==> src/rtl/core/tasr_pkg.sv <==
package tasr_pkg;

    localparam int unsigned CfgIdxW     = 3;
    localparam logic [15:0] CruiseBand  = 16'd50;

    typedef enum logic [CfgIdxW-1:0] {
        REG_PAD_ALT      = 3'd0,
        REG_CRUISE_ALT   = 3'd1,
        REG_RANGE_MIN    = 3'd2,
        REG_RANGE_HOLD   = 3'd3,
        REG_DIST_TRIGGER = 3'd4,
        REG_RAMP_STEP    = 3'd5
    } t_reg_idx;

    localparam logic [15:0] PadAltReset      = 16'd500;
    localparam logic [15:0] CruiseAltReset   = 16'd1500;
    localparam logic [15:0] RangeMinReset    = 16'd300;
    localparam logic [15:0] RangeHoldReset   = 16'd500;
    localparam logic [15:0] DistTriggerReset = 16'd1000;
    localparam logic [15:0] RampStepReset    = 16'd25;

    typedef enum logic [1:0] {
        PHASE_ON_PAD  = 2'd0,
        PHASE_RAMPING = 2'd1,
        PHASE_CRUISE  = 2'd2
    } t_phase;

    typedef struct packed {
        logic [15:0] pad_altitude_mm;
        logic [15:0] cruise_altitude_mm;
        logic [15:0] range_min_mm;
        logic [15:0] range_hold_ms;
        logic [15:0] distance_trigger_mm;
        logic [15:0] ramp_step_mm;
    } t_cfg;

    typedef struct packed {
        logic        restart;
        logic        leave_req;
        logic        range_valid;
        logic [15:0] range_mm;
        logic [31:0] now_ms;
        logic [15:0] pad_distance_mm;
    } t_item;

    typedef struct packed {
        logic [15:0] setpoint;
        logic        confirmed;
        logic        hold_armed;
        logic [31:0] hold_start;
        t_phase      phase;
    } t_state;

    typedef struct packed {
        logic [15:0] setpoint_mm;
        logic        confirmed;
        t_phase      phase;
    } t_result;

endpackage

==> src/rtl/core/takeoff_altitude_setpoint_ramp.sv <==
// Takeoff altitude setpoint ramp. One item per 50 ms mission tick goes in and
// one result item comes out for each. An accepted item is registered; once the
// output register is free it is applied to the ramp state (off-pad latch, hold timer,
// setpoint, phase) and the result is registered on the output. A new item can
// be taken every cycle while the output is not blocked. The single state update
// stage is the only thing that paces the block; it holds only while a result
// waits on the output. The user must write registers through the cfg port only
// while no item is in flight; the block does not enforce this. A restart item
// reloads the setpoint from the pad altitude register and clears latch and timer.
module takeoff_altitude_setpoint_ramp (
    input  logic        i_clk,
    input  logic        i_rst_n,
    // config write port
    input  logic        i_cfg_wr_en,
    input  logic [2:0]  i_cfg_index,
    input  logic [15:0] i_cfg_wdata,
    // input items
    input  logic        i_s_axis_tvalid,
    output logic        o_s_axis_tready,
    // [0] leave_req, [1] range_valid, [17:2] range_mm, [49:18] now_ms,
    // [65:50] pad_distance_mm, [71:66] zero
    input  logic [71:0] i_s_axis_tdata,
    // [0] restart
    input  logic        i_s_axis_tuser,
    // result items
    output logic        o_m_axis_tvalid,
    input  logic        i_m_axis_tready,
    // [15:0] setpoint_mm, [16] confirmed, [18:17] phase, [23:19] zero
    output logic [23:0] o_m_axis_tdata
);

    tasr_pkg::t_cfg    r_cfg;
    tasr_pkg::t_item   r_in;
    logic              r_in_valid;
    tasr_pkg::t_state  r_state;
    tasr_pkg::t_state  n_state;
    tasr_pkg::t_result r_out;
    tasr_pkg::t_result n_out;
    logic              r_out_valid;

    logic out_free;
    logic advance;
    logic in_accept;

    assign out_free        = !r_out_valid || i_m_axis_tready;
    assign advance         = r_in_valid && out_free;
    assign o_s_axis_tready = !r_in_valid || out_free;
    assign in_accept       = i_s_axis_tvalid && o_s_axis_tready;

    always_ff @(posedge i_clk) begin
        if (!i_rst_n) begin
            r_cfg.pad_altitude_mm     <= tasr_pkg::PadAltReset;
            r_cfg.cruise_altitude_mm  <= tasr_pkg::CruiseAltReset;
            r_cfg.range_min_mm        <= tasr_pkg::RangeMinReset;
            r_cfg.range_hold_ms       <= tasr_pkg::RangeHoldReset;
            r_cfg.distance_trigger_mm <= tasr_pkg::DistTriggerReset;
            r_cfg.ramp_step_mm        <= tasr_pkg::RampStepReset;
        end else if (i_cfg_wr_en) begin
            unique case (i_cfg_index)
                tasr_pkg::REG_PAD_ALT:      r_cfg.pad_altitude_mm     <= i_cfg_wdata;
                tasr_pkg::REG_CRUISE_ALT:   r_cfg.cruise_altitude_mm  <= i_cfg_wdata;
                tasr_pkg::REG_RANGE_MIN:    r_cfg.range_min_mm        <= i_cfg_wdata;
                tasr_pkg::REG_RANGE_HOLD:   r_cfg.range_hold_ms       <= i_cfg_wdata;
                tasr_pkg::REG_DIST_TRIGGER: r_cfg.distance_trigger_mm <= i_cfg_wdata;
                tasr_pkg::REG_RAMP_STEP:    r_cfg.ramp_step_mm        <= i_cfg_wdata;
                default: ;
            endcase
        end
    end

    // input register
    always_ff @(posedge i_clk) begin
        if (!i_rst_n) begin
            r_in_valid <= 1'b0;
        end else if (in_accept) begin
            r_in_valid <= 1'b1;
        end else if (advance) begin
            r_in_valid <= 1'b0;
        end
    end

    always_ff @(posedge i_clk) begin
        if (in_accept) begin
            r_in.restart         <= i_s_axis_tuser;
            r_in.leave_req       <= i_s_axis_tdata[0];
            r_in.range_valid     <= i_s_axis_tdata[1];
            r_in.range_mm        <= i_s_axis_tdata[17:2];
            r_in.now_ms          <= i_s_axis_tdata[49:18];
            r_in.pad_distance_mm <= i_s_axis_tdata[65:50];
        end
    end

    tasr_next u_next (
        .i_cfg    (r_cfg),
        .i_state  (r_state),
        .i_item   (r_in),
        .o_state  (n_state),
        .o_result (n_out)
    );

    always_ff @(posedge i_clk) begin
        if (!i_rst_n) begin
            r_state.setpoint   <= tasr_pkg::PadAltReset;
            r_state.confirmed  <= 1'b0;
            r_state.hold_armed <= 1'b0;
            r_state.hold_start <= '0;
            r_state.phase      <= tasr_pkg::PHASE_ON_PAD;
        end else if (advance) begin
            r_state <= n_state;
        end
    end

    // output register
    always_ff @(posedge i_clk) begin
        if (!i_rst_n) begin
            r_out_valid <= 1'b0;
        end else if (advance) begin
            r_out_valid <= 1'b1;
        end else if (i_m_axis_tready) begin
            r_out_valid <= 1'b0;
        end
    end

    always_ff @(posedge i_clk) begin
        if (advance) begin
            r_out <= n_out;
        end
    end

    assign o_m_axis_tvalid = r_out_valid;
    assign o_m_axis_tdata  = {5'd0, r_out.phase, r_out.confirmed, r_out.setpoint_mm};

    // restart item always yields an unlatched, on-pad result
    a_restart_clears: assert property (@(posedge i_clk) disable iff (!i_rst_n)
        advance && r_in.restart |=> !r_out.confirmed && r_out.phase == tasr_pkg::PHASE_ON_PAD)
        else $error("restart did not clear latch and phase");

    // the off-pad latch only drops on a restart
    a_latch_holds: assert property (@(posedge i_clk) disable iff (!i_rst_n)
        $fell(r_state.confirmed) |-> $past(advance && r_in.restart))
        else $error("off-pad latch dropped without restart");

    // cruise phase only once confirmed
    a_cruise_confirmed: assert property (@(posedge i_clk) disable iff (!i_rst_n)
        r_out_valid && r_out.phase == tasr_pkg::PHASE_CRUISE |-> r_out.confirmed)
        else $error("cruise phase without confirmation");

    // a held item stays put while the output is blocked
    a_in_hold: assert property (@(posedge i_clk) disable iff (!i_rst_n)
        r_in_valid && !out_free |=> r_in_valid && $stable(r_state))
        else $error("item or state moved while stalled");

endmodule

==> src/rtl/core/tasr_next.sv <==
module tasr_next (
    input  tasr_pkg::t_cfg    i_cfg,
    input  tasr_pkg::t_state  i_state,
    input  tasr_pkg::t_item   i_item,
    output tasr_pkg::t_state  o_state,
    output tasr_pkg::t_result o_result
);

    logic        rng_good;
    logic [31:0] elapsed;
    logic        conf;
    logic [15:0] target;
    logic [15:0] diff;
    logic [15:0] setpoint;
    logic [15:0] band_diff;
    tasr_pkg::t_state  nxt;

    always_comb begin
        rng_good  = i_item.range_valid && (i_item.range_mm >= i_cfg.range_min_mm);
        elapsed   = i_item.now_ms - i_state.hold_start;
        nxt       = i_state;
        conf      = i_state.confirmed;

        if (!i_state.confirmed && i_item.leave_req) begin
            if (rng_good) begin
                if (!i_state.hold_armed) begin
                    nxt.hold_armed = 1'b1;
                    nxt.hold_start = i_item.now_ms;
                end else if (elapsed >= {16'd0, i_cfg.range_hold_ms}) begin
                    conf = 1'b1;
                end
            end else begin
                nxt.hold_armed = 1'b0;
                nxt.hold_start = '0;
            end
            if (i_item.pad_distance_mm >= i_cfg.distance_trigger_mm) begin
                conf = 1'b1;
            end
        end

        target = conf ? i_cfg.cruise_altitude_mm : i_cfg.pad_altitude_mm;
        diff   = (target >= i_state.setpoint) ? target - i_state.setpoint
                                              : i_state.setpoint - target;
        // a step past the target cannot wrap: diff > step keeps the sum in range
        if (i_cfg.ramp_step_mm == '0 || diff <= i_cfg.ramp_step_mm) begin
            setpoint = target;
        end else if (target > i_state.setpoint) begin
            setpoint = i_state.setpoint + i_cfg.ramp_step_mm;
        end else begin
            setpoint = i_state.setpoint - i_cfg.ramp_step_mm;
        end

        band_diff = (setpoint >= i_cfg.cruise_altitude_mm)
                  ? setpoint - i_cfg.cruise_altitude_mm
                  : i_cfg.cruise_altitude_mm - setpoint;

        nxt.setpoint  = setpoint;
        nxt.confirmed = conf;
        if (!conf) begin
            nxt.phase = tasr_pkg::PHASE_ON_PAD;
        end else if (band_diff <= tasr_pkg::CruiseBand) begin
            nxt.phase = tasr_pkg::PHASE_CRUISE;
        end else begin
            nxt.phase = tasr_pkg::PHASE_RAMPING;
        end

        if (i_item.restart) begin
            nxt.setpoint   = i_cfg.pad_altitude_mm;
            nxt.confirmed  = 1'b0;
            nxt.hold_armed = 1'b0;
            nxt.hold_start = '0;
            nxt.phase      = tasr_pkg::PHASE_ON_PAD;
        end

        o_state              = nxt;
        o_result.setpoint_mm = nxt.setpoint;
        o_result.confirmed   = nxt.confirmed;
        o_result.phase       = nxt.phase;
    end

endmodule
==> config.mk <==
export PLATFORM = sky130hd
export DESIGN_NAME = takeoff_altitude_setpoint_ramp
export DESIGN_NICKNAME = d
export VERILOG_FILES = /design/src/rtl/core/tasr_pkg.sv /design/src/rtl/core/takeoff_altitude_setpoint_ramp.sv /design/src/rtl/core/tasr_next.sv
export SDC_FILE = /design/constraint.sdc
export NUM_CORES = 1
export LEC_CHECK = 0
export BUFFER_PORTS_ARGS = -buffer_cell sky130_fd_sc_hd__buf_4
export CAP_MARGIN = 20
export CORE_MARGIN = 2
export CORE_UTILIZATION = 63
export DETAILED_ROUTE_END_ITERATION = 6
export PLACE_DENSITY = 0.84
export SYNTH_ARGS = -nofsm -noshare
export SYNTH_HDL_FRONTEND = slang
export SYNTH_SLANG_ARGS = --single-unit
==> constraint.sdc <==
create_clock -name i_clk -period 25.8 [get_ports i_clk]
set_clock_uncertainty 0.1 [all_clocks]
set_input_delay 0 -clock i_clk [delete_from_list [all_inputs] [get_ports i_clk]]
set_output_delay 0 -clock i_clk [all_outputs]
set_load 0.01 [all_outputs]
==> results by group, run 1 <==
Run status
  – Status: finished with violations
  – Failing checks: DRC

Timing
  – Endpoints failing hold: 0
  – WHS: 0.0653 ns
  – Setup ws final: 10.37 ns
  – RSZ-0062 raised after global routing: no
  – Final period utilization: 0.598
  – Setup violators final: 0
  – Max_slew headroom: 0.327
  – Final Critical Period: 15.43 ns
  – Setup TNS: 0 ns
  – Max-slew violations: 0
  – Fmax: 64.8 MHz
  – Worst-Margin Slew: 1.01 ns

Logic synthesis
  – Post-synthesis register bit count: 234
  – Synth Area in Simple Gates: 0.160
  – Syn Area/Cell: 8.56 sq um
  – Mux cell area share after synthesis: 0.0411
  – Post-synth EDFFs: 86
  – Sequential share of the synthesized area: 0.327
  – Largest family of logic cells by synthesized area: compound AO/OA/AOI/OAI gates
  – Biggest area consumer among synthesized cells: dfxtp_1
  – Post-Syn Area: 0.0170 sq mm
  – Main flop type after synthesis: dfxtp_1
  – FFs w/ async S/R, synth: 0
  – Yosys cell types: 85
  – Cells after synthesis: 1983
  – Top cell type's share of synthesized area: 0.175
  – YS warnings: 0
  – Synthesized-area fraction occupied by adder cells: 0.135
  – Xor-xnor portion of the synthesized cell area: 0.0377
  – Synth Area in Compound Gates: 0.236
  – Ranking of synthesized cells by area: dfxtp_1 (17%), edfxtp_1 (15%), ha_1 (13%)

Critical path
  – Top cell by count, worst path: ha_1
  – Type of origin of the critical path: register
  – Crit Path Category: register to register
  – Crit Path Max Fanout: 47
  – CP max stage delay: 0.73 ns
  – Worst Path Required: 25.97 ns
  – Endpoint class of the critical path: register
  – Data arrival time of the worst path: 15.60 ns
  – Slowest CP cell: a21oi_1

GRT
  – Largest net degree at the start of global routing: 89
  – First-pass GRT wire length: 82500 um
  – Tot GR Track Use: 0.365
  – Initial antenna violation count: 1
  – Vias in the first global route: 15.5k
  – Grt ovf: 0

Pwr
  – Total power: 2.63 mW
  – Worst vdd ir: 111 uV
  – Lkg Pwr: 8.11 nW
  – Power density cells: 133 mW/mm^2

Floorplanning
  – I/O Pins: 123
  – Die Y: 168 um
  – Chip width: 168 um
  – Starting Density: 0.635
  – Total die area: 0.0283 sq mm
  – Row count: 60
  – Total core area: 0.0267 sq mm

Clock tree
  – CTS HTree Levels: 1
  – CTS resizes: 0
  – CTS tree: done
  – Worst-Skew Late Latency: 0.55 ns
  – CTS sink count: 234
  – CTS clock-pin slew for the worst setup and hold paths: 0.06 ns
  – Total CTS buffers: 26
  – Root Buffer: clkbuf_16
  – CTS max path bufs: 3

Finish
  – Commonest non-fill, non-tap cells in the layout: nand2_1 (268), inv_1 (186), ha_1 (173), dfxtp_1 (148), buf_4 (125)
  – ANT cells: 0
  – Final Cell Area: 0.0198 sq mm
  – Commonest non-fill, non-tap cell in the layout: nand2_1
  – Core Util, Final: 0.743
  – Syn-to-layout area delta: 17.0%
  – Nets: 2427
  – Post-Layout Cell Count: 2512
  – Layout cells sized above 1: 0.107

Detailed routing
  – Post-route ant nets: 0
  – Via/cell ratio: 6.45
  – 1st-iter DRT viols: 1705
  – Vias: 16.2k
  – Avg WL per Cell: 21.1 um
  – DRC: 7
  – Aggregate routed wire length: 53000 um
  – First-pass DRT Iterations: 7

Placement
  – DP HPWL: 35700 um
  – Port bufs: 111
  – Placed insts: 2364
  – Placed Area: 0.0180 sq mm
  – Setup WS pre-CTS: 10.84 ns
  – Routability Congestion: 0.988

Run
  – Max_cap viols: 0

Hold path
  – Hold Crit Class: input pin to register
-- worst max-delay path, delay by kind of cell, from the launching register on --
family,cells,cell delay [ns]
AO/OA/AOI/OAI,22,6.92
flip-flops,1,0.37
buffers and inverters,4,1.19
AND/OR/NAND/NOR,11,2.43
multiplexers,4,1.62
adder cells (fa/ha/maj),6,2.09
XOR/XNOR,2,0.39
-- sequential cells by signal (all words and copies together) (netlist names) --
name	flops
r_in_valid	1
r_in	67
r_state	50
o_m_axis_tdata	19
r_cfg	96
o_m_axis_tvalid	1
-- where the power goes --
group          switching, mW  total [mW]  leakage [nW]  internal (mW)
clock network          0.157       0.367         0.413          0.211
registers             0.0176       0.432          2.03          0.414
logic                   1.07        1.83          5.66          0.767
-- Yosys cell counts, drive strengths merged, types with 8 or more instances --
cell type and n:
a211oi 17, a21boi 74, a21o 42, a21oi 124
a221oi 8, a22oi 34, a31oi 24, and3 21
buf 15, clkbuf 75, dfxtp 148, edfxtp 86
ha 173, inv 187, mux2 30, mux2i 36
nand2 268, nand2b 13, nand3 48, nand4 23
nor2 61, nor2b 54, nor3 28, nor4 12
o211ai 37, o21a 25, o21ai 82, o21bai 20
o31a 10, or2 11, or3 11, xnor2 57
xor2 16
-- timing repair --
item | CTS | global route
endpoints found under the hold margin | 166 | 0
buffers inserted | 0 | 0
hold buffers | 99 | 0
-- layer usage --
metal | wire length (um) | up-vias | GRT usage
li1 | - | 7451 | -
met3 | 4970 | 206 | 0.0585
met1 | 21200 | 7614 | 0.476
met5 | 0 | - | 0
met4 | 2900 | 0 | 0.182
met2 | 23900 | 925 | 0.592
-- final timing paths --
kind | from | endpoint | slack [ns] | cells after the start
max | r_in[16] | o_m_axis_tdata[17] | 10.37 | 49
min | i_s_axis_tdata[62] | r_in[12] | 0.07 | 2
min reg2reg | r_cfg[47] | r_cfg[47] | 0.36 | 2
max reg2reg | r_in[16] | o_m_axis_tdata[17] | 10.37 | 49
-- cell type report --
cell class,count,area (sq um)
Clock buffer,42,793
Clock inverter,6,45.0
Fill cell,1878,6880
Inverter,187,702
Multi-Input combinational cell,1476,10400
Sequential cell,234,5550
Tap cell,341,427
Timing Repair Buffer,226,1960
-- logic make-up after synthesis --
logic type	Yosys count
XOR/XNOR	73
multiplexers	66
AND/OR/NAND/NOR	575
adder cells (fa/ha/maj)	179
AO/OA/AOI/OAI	578
other	1
buffers and inverters	277
flip-flops	234
No activity file was read; power rests on OpenSTA's default activity.
==> inputs of run 2 (changes only) <==
--- a/config.mk
+++ b/config.mk
@@ -8,9 +8,9 @@
 export BUFFER_PORTS_ARGS = -buffer_cell sky130_fd_sc_hd__buf_4
 export CAP_MARGIN = 20
 export CORE_MARGIN = 2
-export CORE_UTILIZATION = 63
+export CORE_UTILIZATION = 56
 export DETAILED_ROUTE_END_ITERATION = 6
-export PLACE_DENSITY = 0.84
+export PLACE_DENSITY = 0.79
 export SYNTH_ARGS = -nofsm -noshare
 export SYNTH_HDL_FRONTEND = slang
 export SYNTH_SLANG_ARGS = --single-unit
==> constraint.sdc (replaced) <==
create_clock -name i_clk -period 13.3 [get_ports i_clk]
set_clock_uncertainty 0.1 [all_clocks]
set_input_delay 0 -clock i_clk [delete_from_list [all_inputs] [get_ports i_clk]]
set_output_delay 0 -clock i_clk [all_outputs]
set_load 0.01 [all_outputs]
==> run 2 against run 1 <==
Compared with the run above: the run now ends clean; global-route usage down 4.2 points; combinational power up 120%; via count down 1.0%; register-to-register slack got worse by 9.7 ns; worst setup slack got worse by 9.7 ns; first-iteration DRC count shrank 9.9%; sequential share of layout area fell by 0.84 points; critical path type unchanged; critical endpoint is now o_m_axis_tdata[18]; largest power group unchanged; highest routed layer unchanged.
==> results by group, run 2 (synthesis gave the netlist of run 1 again) <==
Critical path
  – Setup crit start: r_state[3]
  – Worst Path Required: 13.50 ns (-12.47 ns)
  – Reg2reg path depth: 58 (+18%)
  – Reg2reg end: o_m_axis_tdata[18]
  – Slowest CP cell: dfxtp_1
  – Endpoint class of the critical path: register
  – Worst R2R Start: r_state[3]
  – Largest delay contributor family on the critical path: compound AO/OA/AOI/OAI gates
  – Setup slack, reg-to-reg: 0.71 ns (-9.66 ns)
  – Type of origin of the critical path: register
  – Worst Setup EP: o_m_axis_tdata[18]
  – Levels on crit path: 58 (+18%)
  – CP max stage delay: 0.41 ns (-0.32 ns)
  – Crit Path Category: register to register
  – Data arrival time of the worst path: 12.80 ns (-2.80 ns)
  – Crit Path Max Fanout: 14 (-70%)
  – Buf+Inv Stages, Crit Path: 9 (+5)

Finish
  – ANT cells: 0 (unchanged)
  – Core Util, Final: 0.689 (-0.0541)
  – Layout fillers: 2287 (+22%)
  – Syn-to-layout area delta: 20.6%
  – Commonest non-fill, non-tap cells in the layout: nand2_1 (268), inv_1 (186), buf_4 (184), ha_1 (173), dfxtp_1 (148)
  – Regs by FF count: r_cfg (96), r_in (67), r_state (50)
  – Reg area: 0.00555 sq mm (unchanged)
  – Max reg flops: 96 (unchanged)
  – Commonest non-fill, non-tap cell in the layout: nand2_1
  – Nets: 2486 (+2.4%)
  – Multi-input gate area: 0.0104 sq mm (+0.65%)
  – Largest Register: r_cfg
  – Layout cells sized above 1: 0.139 (+0.0312)

Pwr
  – Power density cells: 273 mW/mm^2 (+110%)
  – Total power: 5.59 mW (+110%)
  – Lkg Pwr: 8.42 nW (+3.8%)
  – Worst vdd ir: 247 uV (+120%)

Timing
  – Final period utilization: 0.947 (+0.349)
  – Final Critical Period: 12.59 ns (-2.84 ns)
  – Endpoints failing hold: 0 (unchanged)
  – Max-slew violations: 0 (unchanged)
  – Max_slew headroom: 0.299 (-0.0280)
  – Setup violators final: 0 (unchanged)
  – Fmax: 79.4 MHz (+23%)
  – Setup TNS: 0 ns (unchanged)
  – Setup ws final: 0.708 ns (-9.66 ns)
  – Worst-Margin Slew: 1.05 ns (+0.0419 ns)

Floorplanning
  – Chip width: 178 um (+5.9%)
  – I/O Pins: 123 (unchanged)
  – Row count: 63 (+5.0%)
  – Total die area: 0.0317 sq mm (+12%)
  – Starting Density: 0.571 (-0.0639)
  – Total core area: 0.0297 sq mm (+11%)
  – Die Y: 178 um (+5.9%)

Detailed routing
  – Vias: 16.0k (-1.0%)
  – Avg WL per Cell: 20.1 um (-4.7%)
  – Aggregate routed wire length: 52600 um (-0.65%)
  – 1st-iter DRT viols: 1537 (-9.9%)
  – DRC: 0 (-7)
  – First-pass DRT Iterations: 7 (unchanged)
  – Post-route ant nets: 0 (unchanged)
  – Via/cell ratio: 6.12 (-5.1%)

GRT
  – Initial antenna violation count: 0 (-1)
  – Vias in the first global route: 15.3k (-1.2%)
  – Tot GR Track Use: 0.323 (-0.0418)
  – Largest net degree at the start of global routing: 80 (-10%)
  – First-pass GRT wire length: 80900 um (-2.0%)
  – Grt ovf: 0 (unchanged)

Placement
  – DP HPWL: 37200 um (+4.0%)
  – Routability Congestion: 0.955 (-3.3%)
  – Setup WS pre-CTS: 0.443 ns (-10.40 ns)
  – Port bufs: 111 (unchanged)

Clock tree
  – Total CTS buffers: 26 (unchanged)
  – CTS clock-pin slew for the worst setup and hold paths: 0.06 ns (about the same)
  – Worst-Skew Late Latency: 0.56 ns (about the same)
  – CTS tree: done
  – CTS HTree Levels: 1 (unchanged)
  – CTS max path bufs: 3 (unchanged)
  – CTS sink count: 234 (unchanged)
  – Root Buffer: clkbuf_16

Run status
  – Status: finished clean

Hold path
  – Hold Crit Class: input pin to register

Run
  – Max_cap viols: 0 (unchanged)
==> run 2: stage by stage <==
stage / cell area, sq um / hold slack [ns] / std cells
final: 20500 / 0.0559 / 2620
after global routing: 20500 / 0.0545 / 2620
after CTS: 20300 / 0.0390 / 2617
after detailed placement: 18500 / 0.0793 / 2471
after global placement: 18500 / 0.0777 / 2471
after floorplan: 17000 / -0.00113 / 1987
==> run 2: timing repair <==
item | CTS | global route
hold buffers | 98 | 0
buffers inserted | 0 | 1
gates resized for setup | 0 | 18
endpoints found under the hold margin | 197 | 0
setup endpoints to repair | 0 | 2
==> run 2: worst min-delay path by stage <==
stage                  startpoint        to  slack, ns  cells past startpoint
6_report       i_s_axis_tdata[27]  r_in[25]       0.06                      2
3_5_place_dp   i_s_axis_tdata[11]  r_in[57]       0.08                      1
2_1_floorplan  i_s_axis_tdata[50]   r_in[0]     -0.001                      0
5_1_grt        i_s_axis_tdata[64]  r_in[14]       0.05                      2
3_3_place_gp   i_s_axis_tdata[19]  r_in[17]       0.08                      1
4_1_cts        i_s_axis_tdata[56]   r_in[6]       0.04                      2
==> run 2: final cells by class <==
type | instances | area share
clock buffer | 33 | 0.0345
clock inverter | 15 | 0.00783
inverter | 187 | 0.0343
multi-input combinational | 1476 | 0.511
sequential | 234 | 0.271
tap | 390 | 0.0238
timing repair buffer | 285 | 0.118
==> run 2: report_power, final <==
| part | internal, mW | switching (mW) |
|---|---|---|
| clock network | 0.419 | 0.317 |
| registers | 0.804 | 0.0332 |
| logic | 1.82 | 2.20 |
| total | 3.04 | 2.55 |
==> run 2: per-layer routing <==
| metal | up-vias | routed length, um | track usage |
|---|---|---|---|
| met5 | - | 0 | 0 |
| met1 | 7623 | 21700 | 0.424 |
| met2 | 720 | 25000 | 0.540 |
| met3 | 138 | 3930 | 0.0431 |
| li1 | 7548 | - | - |
| met4 | 0 | 1980 | 0.126 |
